[config.mk]
export PLATFORM = sky130hd
export DESIGN_NAME = section_rva_to_file_offset_unit
export DESIGN_NICKNAME = d
export VERILOG_FILES = /design/src/sv/srfo_pkg.sv /design/src/sv/srfo_match.sv /design/src/sv/section_rva_to_file_offset_unit.sv
export SDC_FILE = /design/constraint.sdc
export NUM_CORES = 2
export LEC_CHECK = 0
export BUFFER_PORTS_ARGS = -buffer_cell sky130_fd_sc_hd__buf_2
export CORE_UTILIZATION = 60
export CTS_BUF_LIST = sky130_fd_sc_hd__clkbuf_4 sky130_fd_sc_hd__clkbuf_8
export DETAILED_ROUTE_END_ITERATION = 7
export HOLD_SLACK_MARGIN = 0.05
export PLACE_DENSITY_LB_ADDON = 0.2
export RECOVER_POWER = 25
export SYNTH_ARGS = -nofsm -noshare
export SYNTH_HDL_FRONTEND = slang
export SYNTH_HIERARCHICAL = 1
export SYNTH_SLANG_ARGS = --single-unit
export TNS_END_PERCENT = 30
[constraint.sdc]
create_clock -name clk -period 11.4 [get_ports clk]
set_clock_uncertainty 0.1 [all_clocks]
set_input_delay 2.28 -clock clk [delete_from_list [all_inputs] [get_ports clk]]
set_output_delay 2.28 -clock clk [all_outputs]
set_load 0.005 [all_outputs]
[src/sv/srfo_pkg.sv]
// Shared types for the section address-to-file-offset unit.
// No dependencies; used by srfo_match and section_rva_to_file_offset_unit.
package srfo_pkg;

	typedef enum logic [0:0] {
		FUNC_LOAD      = 1'b0,
		FUNC_TRANSLATE = 1'b1
	} func_t;

	// One section table entry as held in the table memory.
	typedef struct packed {
		logic [31:0] start;
		logic [31:0] size;
		logic [31:0] file_pos;
	} sec_entry_t;

	// Result of checking one address against one entry.
	typedef struct packed {
		logic        hit;
		logic        above;
		logic [31:0] diff;
	} sec_match_t;

endpackage

[src/sv/srfo_match.sv]
// Range check of one address against one section entry.
// Depends on srfo_pkg.
module srfo_match (
	input  logic [31:0]         addr,
	input  srfo_pkg::sec_entry_t entry,
	output srfo_pkg::sec_match_t match
);
	import srfo_pkg::*;

	logic [31:0] sec_end;

	// end wraps mod 2^32; a wrapped range is empty under the unsigned compare
	assign sec_end     = entry.start + entry.size;
	assign match.hit   = (addr >= entry.start) && (addr < sec_end);
	assign match.above = addr > entry.start;
	assign match.diff  = addr - entry.start;

endmodule

[src/sv/section_rva_to_file_offset_unit.sv]
// Top level of the section address-to-file-offset unit: section table memory,
// scan sequencer and result register. Depends on srfo_pkg and srfo_match.
//
// A load request (func = 0) writes one table entry in the cycle it is taken and
// keeps busy low; it gives no result. A translate request (func = 1) reads the
// table through its single read port, one entry per cycle, and scans n =
// min(section_count, MAX_SECTIONS) entries; with n = 0 it goes straight
// to the finishing state, and a hit on entry k ends the scan early. busy
// stays high through the scan and the finishing state, until the result is
// presented. The receiver cannot stall: done is high for exactly one cycle
// with file_offset and error valid, and a new request may be taken in that
// same cycle. The table has no reset: translate only over entries that were
// loaded.
module section_rva_to_file_offset_unit #(
	parameter int MAX_SECTIONS = 32
) (
	input  logic        clk,
	input  logic        arst_n,
	input  logic        start,
	output logic        busy,
	input  logic [0:0]  func,
	input  logic [4:0]  entry_index,
	input  logic [31:0] section_start,
	input  logic [31:0] section_raw_size,
	input  logic [31:0] section_file_pos,
	input  logic [31:0] address,
	input  logic        section_count_we,
	input  logic [5:0]  section_count_wdata,
	output logic        done,
	output logic [31:0] file_offset,
	output logic        error
);
	import srfo_pkg::*;

	localparam int IDX_W = (MAX_SECTIONS > 1) ? $clog2(MAX_SECTIONS) : 1;
	localparam int CNT_W = $clog2(MAX_SECTIONS + 1);

	typedef enum logic [2:0] {
		ST_IDLE = 3'b001,
		ST_SCAN = 3'b010,
		ST_FIN  = 3'b100
	} state_t;

	state_t        state_q;
	logic [5:0]    count_q;
	logic [CNT_W-1:0] lim;
	logic [CNT_W-1:0] lim_q;
	logic [CNT_W-1:0] iss_q;
	logic [CNT_W-1:0] cmp_idx_s1;
	logic          valid_s1;
	logic [31:0]   addr_q;
	logic          below_q;
	logic          hit_q;
	logic [31:0]   diff_q;
	logic [31:0]   fpos_q;
	logic          accept;
	logic          load_wr;
	logic          rd_en;
	logic          last_s1;

	sec_entry_t    mem [MAX_SECTIONS];
	sec_entry_t    rd_data_s1;
	sec_match_t    match;

	assign accept  = start && !busy;
	assign load_wr = accept && (func_t'(func) == FUNC_LOAD)
		&& ({27'b0, entry_index} < 32'(MAX_SECTIONS));
	assign busy    = (state_q != ST_IDLE);
	assign rd_en   = (state_q == ST_SCAN) && (iss_q < lim_q);
	assign last_s1 = (CNT_W'(cmp_idx_s1 + 1'b1) == lim_q);

	always_comb begin
		if ({26'b0, count_q} > 32'(MAX_SECTIONS)) begin
			lim = CNT_W'(MAX_SECTIONS);
		end else begin
			lim = CNT_W'(count_q);
		end
	end

	// Table memory: one write port (loads, idle only), one registered read port.
	// Loads cannot be taken during a scan, so no forwarding is needed.
	always_ff @(posedge clk) begin
		if (load_wr) begin
			mem[IDX_W'(entry_index)] <= '{start: section_start, size: section_raw_size,
				file_pos: section_file_pos};
		end
		if (rd_en) begin
			rd_data_s1 <= mem[iss_q[IDX_W-1:0]];
		end
	end

	srfo_match u_match (
		.addr  (addr_q),
		.entry (rd_data_s1),
		.match (match)
	);

	always_ff @(posedge clk or negedge arst_n) begin
		if (!arst_n) begin
			count_q <= '0;
		end else if (section_count_we) begin
			count_q <= section_count_wdata;
		end
	end

	always_ff @(posedge clk or negedge arst_n) begin
		if (!arst_n) begin
			state_q    <= ST_IDLE;
			valid_s1   <= 1'b0;
			iss_q      <= '0;
			cmp_idx_s1 <= '0;
			lim_q      <= '0;
			below_q    <= 1'b0;
			hit_q      <= 1'b0;
			done       <= 1'b0;
			error      <= 1'b0;
		end else begin
			done <= 1'b0;
			case (state_q)
				ST_IDLE: begin
					if (accept && (func_t'(func) == FUNC_TRANSLATE)) begin
						lim_q    <= lim;
						iss_q    <= '0;
						valid_s1 <= 1'b0;
						below_q  <= 1'b0;
						hit_q    <= 1'b0;
						state_q  <= (lim == '0) ? ST_FIN : ST_SCAN;
					end
				end
				ST_SCAN: begin
					valid_s1 <= rd_en;
					if (rd_en) begin
						iss_q      <= CNT_W'(iss_q + 1'b1);
						cmp_idx_s1 <= iss_q;
					end
					if (valid_s1) begin
						if (match.hit) begin
							hit_q    <= 1'b1;
							valid_s1 <= 1'b0;
							state_q  <= ST_FIN;
						end else begin
							below_q <= below_q | match.above;
							if (last_s1) begin
								valid_s1 <= 1'b0;
								state_q  <= ST_FIN;
							end
						end
					end
				end
				ST_FIN: begin
					done    <= 1'b1;
					error   <= !hit_q && below_q;
					state_q <= ST_IDLE;
				end
				default: begin
					state_q <= ST_IDLE;
				end
			endcase
		end
	end

	// Payload registers
	always_ff @(posedge clk) begin
		if (state_q == ST_IDLE && accept) begin
			addr_q <= address;
		end
		if (state_q == ST_SCAN && valid_s1 && match.hit) begin
			diff_q <= match.diff;
			fpos_q <= rd_data_s1.file_pos;
		end
		if (state_q == ST_FIN) begin
			if (hit_q) begin
				file_offset <= diff_q + fpos_q;
			end else if (below_q) begin
				file_offset <= '0;
			end else begin
				file_offset <= addr_q;
			end
		end
	end

	a_done_after_fin: assert property (@(posedge clk) disable iff (!arst_n)
		done |-> $past(state_q == ST_FIN))
		else $error("done without a finishing cycle");

	a_error_zero_offset: assert property (@(posedge clk) disable iff (!arst_n)
		done && error |-> file_offset == '0)
		else $error("error result with nonzero offset");

	a_translate_busy: assert property (@(posedge clk) disable iff (!arst_n)
		accept && (func_t'(func) == FUNC_TRANSLATE) |=> busy)
		else $error("translate request did not raise busy");

	a_issue_bound: assert property (@(posedge clk) disable iff (!arst_n)
		state_q == ST_SCAN |-> iss_q <= lim_q)
		else $error("read issue ran past the scan limit");

	a_no_write_in_scan: assert property (@(posedge clk) disable iff (!arst_n)
		busy |-> !load_wr)
		else $error("table write during a scan");

endmodule
## After elaboration in Yosys (flattened, before gate mapping)

Memories as Yosys holds them, arrays and structs flattened. A register that Yosys moved wholly into a read port is not among the register bits.
Index checks and enable logic that the tools add are counted.

| storage, ports and cells | value |
|---|---|
| register bits | 160 |
| RAM bits | 3,072 |
| input port bits | 144 |
| output and inout bits | 35 |
| logic and storage cells | 84 |
| memories | 1 |

Memory list:

| memory | depth | width | read ports | clocked after Yosys merged registers in | write ports | RTL line | RTL |
|---|---|---|---|---|---|---|---|
| mem | 32 | 96 | 1 | 1 | 1 | section_rva_to_file_offset_unit.sv:61 | `sec_entry_t mem [MAX_SECTIONS];` |

| operators by class | value |
|---|---|
| add/subtract/negate cells | 5 |
| order comparisons | 5 |
| equal/unequal tests | 11 |
| muxes and demuxes | 26 |
| bitwise logic cells | 2 |
| reduce and logical (&&, ||, !) cells | 20 |

Operators by type and width:

| cell | number |
|---|---|
| 32-bit adder | 2 |
| 32-bit two-way mux | 2 |
| 32-bit greater-or-equal comparator | 1 |
| 32-bit > comparator | 1 |
| 32-bit less-than comparator | 1 |
| 32-bit subtractor | 1 |
| 6-bit two-way mux | 3 |
| 3-bit two-way mux | 5 |
| 6-bit by 1-bit adder with 6-bit output (second input constant) | 2 |
| 6-bit case mux with 2 select lines | 1 |
| 1-bit two-way mux | 11 |
| 2-bit inequality test (second input constant) | 5 |
| 1-bit logical AND | 9 |
| 4-bit AND reduction | 2 |
| 6-bit == test | 1 |
| 6-bit > comparator (second input constant) | 1 |
| 6-bit zero test | 1 |
| 6-bit less-than comparator | 1 |
| 1-bit case mux with 2 select lines | 3 |
| 3-bit case mux with 2 select lines | 1 |
| 2-bit AND reduction | 3 |
| 3-bit AND reduction | 2 |
| 3-bit by 1-bit == test with 1-bit output (second input constant) | 1 |
| 3-bit by 2-bit == test with 1-bit output (second input constant) | 1 |
| other kinds (7) | 8 |

## Longest topological paths before layout

| depth | value |
|---|---|
| word-level depth | 6 |
| gate-level depth with buffers | 22 |
| depth with buffers taken out | 22 |

## By module

Netlist, hierarchy kept.

Modules (own cells, without submodules):

| module | instances | cells each | area an instance (µm²) | sequential area each (µm²) |
|---|---|---|---|---|
| section_rva_to_file_offset_unit | 1 | 5,115 | 126,576.4 | 99,776.9 |
| srfo_match | 1 | 581 | 4,217.8 | 0.0 |

## Least setup slack after synthesis

No wires, ideal clock.

| timing path | value |
|---|---|
| path kind | input to register |
| start point | input start |
| end point | memory mem[28][0] (netlist name) (enable) |
| setup time | 0.552 ns |
| data arrival time | 6.887 ns |
| data required time | 10.748 ns |
| path slack | 3.861 ns |
| stages | 4 |
| path buffers | 0 |
| cell sequence | nand2_1 nor3b_1 nand3_1 nor2_1 |

| between the ends | value |
|---|---|
| cells in the longest elaborated chain, start to end | 4 |

Ends and longest elaborated chain:

| item | RTL line | RTL |
|---|---|---|
| from (decl) | section_rva_to_file_offset_unit.sv:19 | `input logic start,` |
| 1-bit logical AND | section_rva_to_file_offset_unit.sv:65 | `assign accept = start && !busy;` |
| 1-bit logical AND | section_rva_to_file_offset_unit.sv:66 | `assign load_wr = accept && (func_t'(func) == FUNC_LOAD)` |
| 1-bit two-way mux | section_rva_to_file_offset_unit.sv:83 | `if (load_wr) begin` |
| 1-bit two-way mux (not written as such) | section_rva_to_file_offset_unit.sv:84 | `mem[IDX_W'(entry_index)] <= '{start: section_start, size: section_raw_size,` |
| to (decl) | section_rva_to_file_offset_unit.sv:61 |  |

No other way between the ends.

==> impl_results.md <==
- Status: finished with violations
- Failing checks: capacitance limit, slew limit
- Reg-to-reg startpoint: rd_data_s1[65]
- TritonCTS buffer count: about 540
- Mapped cell area: 131000 um2
- Vias: approximately 63000
- Slew margin rel.: -0.778
- Fin crit share: 0.511
- H-tree depth: 6
- TritonCTS Sinks: roughly 3300
- Count of hold-fix buffers inserted at cts: 0
- Max_cap viols: 2
- GRT Total Usage: 0.295
- Design Power: 26.0 mW
- Ys Warns: 6
- Worst slew pin tran: between 2 and 3 ns
- Fin nets: ~6600
- RePlAce Congestion: approximately 0.90
- Most frequent cells in the layout: edfxtp_1 (3296), mux4_2 (960), clkbuf_8 (556)
- Min cycle time layout: 5.83 ns
- Number of flops mapped to enable cells by yosys: 3296
- Switching power total: 5.88 mW
- VDD IR max: around 0.13 mV
- WHS Endpoint: fpos_q[6]
- Final TNS setup: 0 ns
- First-pass GRT wire length: ~450000 um
- Syn Inst Count: 5696
- Fin. Hold Viols: 0
- DIE HEIGHT: roughly 470 um
- Share of cells above drive strength 1: 0.323
- Startpoint class of the critical path: register
- HP Start: rd_data_s1[6]
- Worst-Skew Late Latency: between 1 and 1.5 ns
- WL/cell: 33.6 um
- P_leak: around 45 nW
- Max Clk Rate: 172 MHz
- Clk network pwr share: 0.375
- Total wire length: 319000 um
- Post-CTS setup buffer count: 0
- Required @ worst endpoint: approximately 12 ns
- PD cells: ~180 nW/um2
- GRT Residual Overflow: 0
- TritonCTS clock tree: done
- Critical path type: register to register
- Largest net degree at the start of global routing: 134
- R2r worst-path depth: 17
- HPWL after DPL: roughly 180000 um
- Place WS: 5.62 ns
- Sequential share of power: 0.525
- Port bufs: approximately 180
- Vias per cell: 6.67
- Die Footprint: approximately 220000 um2
- Worst min path class: register to register
- Reg2reg end: fpos_q[11]
- Iteration-0 DRC Markers: 8010
- R2R Setup Slk: ~5.6 ns
- Root Driver: clkbuf_8
- Final Setup Violations: 0
- Flip-flop and latch count after synthesis: ~3300
- Site Rows: 171
- Most common cell after layout, fill and taps aside: edfxtp_1
- Worst setup margin: 5.57 ns
- Layout area overhead: 11.1%
- Synthesized area per cell: 23.0 um2
- Top Ports: 179
- Max-slew violations: 69
- Crit path DAT: between 6 and 7 ns
- Seq/Total Area, Yosys: 0.763
- CTS Buffer Depth: 4
- Count of different cell masters after synthesis: 87
- RSZ-0062 raised after global routing: false
- Initial antenna violation count: 24
- Crit path max fanout: 65
- CTS resizes: 0
- Initial Util: 0.603
- Core Box Area: 217000 um2
- Top FF cell, synth: edfxtp_1
- DRC Markers: 0
- Crit end category: register
- Combinational power share: 0.101
- Switching part of the total: 0.226
- Async SR Flop Fraction: 0.00962
- Routed Antenna Nets: 0
- Die X: 469 um
- Synthesized net count: 5975
- Drt pass-1 iters: 6
- Worst-path clk slew: 0.06 ns
- Hold-critical path depth: 0
- Internal Pwr Total: 20.1 mW
- Vias in the first global route: between 60000 and 70000
## synthesized netlist by cell type (4+ instances only)
cell,count,area (um2)
a211o_1,6,52.6
a211oi_1,6,45.0
a21boi_0,4,30.0
a21o_1,69,518
a21oi_1,94,470
a31oi_1,18,113
and2_1,8,50.1
and3_1,10,62.6
and4_1,6,52.6
buf_1,40,150
buf_2,90,450
buf_4,8,60.1
clkbuf_1,124,465
dfrtp_1,31,776
edfxtp_1,3296,99000
ha_1,132,1650
inv_1,72,270
mux2_2,109,1230
mux4_2,960,21600
nand2_1,113,424
nand2b_1,14,87.6
nand3_1,36,180
nand3b_1,6,45.0
nand4_1,22,138
nor2_1,96,360
nor2b_1,12,75.1
nor3_1,25,125
nor3b_1,6,45.0
nor4_1,4,25.0
o2111ai_1,4,35.0
o211ai_1,5,37.5
o21a_1,9,67.6
o21ai_0,71,355
o21ai_1,4,20.0
o21bai_1,16,120
o311ai_0,7,61.3
or3_1,6,37.5
xnor2_1,44,385
xor2_1,42,368
## cell families after synthesis
group,after synthesis,synth area share
multiplexers,1070,0.175
adder cells (fa/ha/maj),135,0.0131
XOR/XNOR,86,0.00576
buffers and inverters,335,0.0108
AO/OA/AOI/OAI,367,0.0190
flip-flops,3328,0.763
AND/OR/NAND/NOR,375,0.0138
## routing by layer
metal / part of all wire / wire, um / GRT usage
met5: 0.00050 / 159 / 0
met1: 0.40 / 128000 / 0.442
met2: 0.47 / 150000 / 0.446
met4: 0.030 / 9470 / 0.0919
met3: 0.096 / 30600 / 0.0580
## power by group through the flow
stage,Sequential (mW),Combinational (mW),Clock [mW]
2_1_floorplan,13.9,1.96,0
4_1_cts,13.6,2.67,9.90
3_5_place_dp,13.9,2.66,0
6_report,13.7,2.62,9.74
3_3_place_gp,13.9,2.64,0
5_1_grt,13.7,2.80,10.4
## per-stage QoR
| step | util | hold slack [ns] | std cells | instance area [um2] |
|---|---|---|---|---|
| 3_3_place_gp | 0.624 | 0.302 | 8589 | 135000 |
| 4_1_cts | 0.670 | 0.303 | 9495 | 145000 |
| 6_report | 0.670 | 0.300 | 9502 | 145000 |
| 3_5_place_dp | 0.624 | 0.307 | 8589 | 135000 |
| 5_1_grt | 0.670 | 0.312 | 9497 | 145000 |
| 2_1_floorplan | - | 0.300 | 5696 | 131000 |
## critical path, cell delays in order, from the launching register on
cell and delay (ns):
edfxtp_1 0.44, ha_1 0.31, a21o_1 0.15, a21oi_1 0.24
o21bai_1 0.19, o2bb2ai_1 0.29, o22ai_1 0.32, o221ai_1 0.20
a21oi_1 0.20, xor2_1 0.17, ha_1 0.26, a211o_1 0.32
a211oi_1 0.24, o221ai_1 0.23, a21oi_1 0.24, nor2_1 0.10
a211oi_1 0.49, and3_4 0.85
## layout make-up
class / instances / area (um2)
Clock inverter: 177 / 1040
Inverter: 72 / 275
Timing Repair Buffer: 302 / 1820
Multi-Input combinational cell: 2033 / 29900
Sequential cell: 3328 / 99800
Clock buffer: 729 / 8950
Fill cell: 13577 / 71600
Antenna cell: 7 / 17.5
Tap cell: 2854 / 3570
## worst max-delay path by stage
stage              startpoint          end  slack [ns]  cells past startpoint
2_1_floorplan           start   mem[28][0]        3.86                      4
3_3_place_gp            start  mem[23][40]        5.52                      6
3_5_place_dp            start  mem[13][16]        5.62                      7
4_1_cts        rd_data_s1[65]    fpos_q[1]        5.61                     17
5_1_grt        rd_data_s1[65]    fpos_q[1]        5.22                     17
6_report       rd_data_s1[65]   fpos_q[11]        5.57                     17
## registers in the layout (all words and copies together), names as in the netlist, 6 cells and up
signal / count
addr_q: 32
cmp_idx_s1: 6
count_q: 6
diff_q: 32
file_offset: 32
fpos_q: 32
iss_q: 6
lim_q: 6
mem: 3072
rd_data_s1: 96
Power figures use the tool's default switching activity.
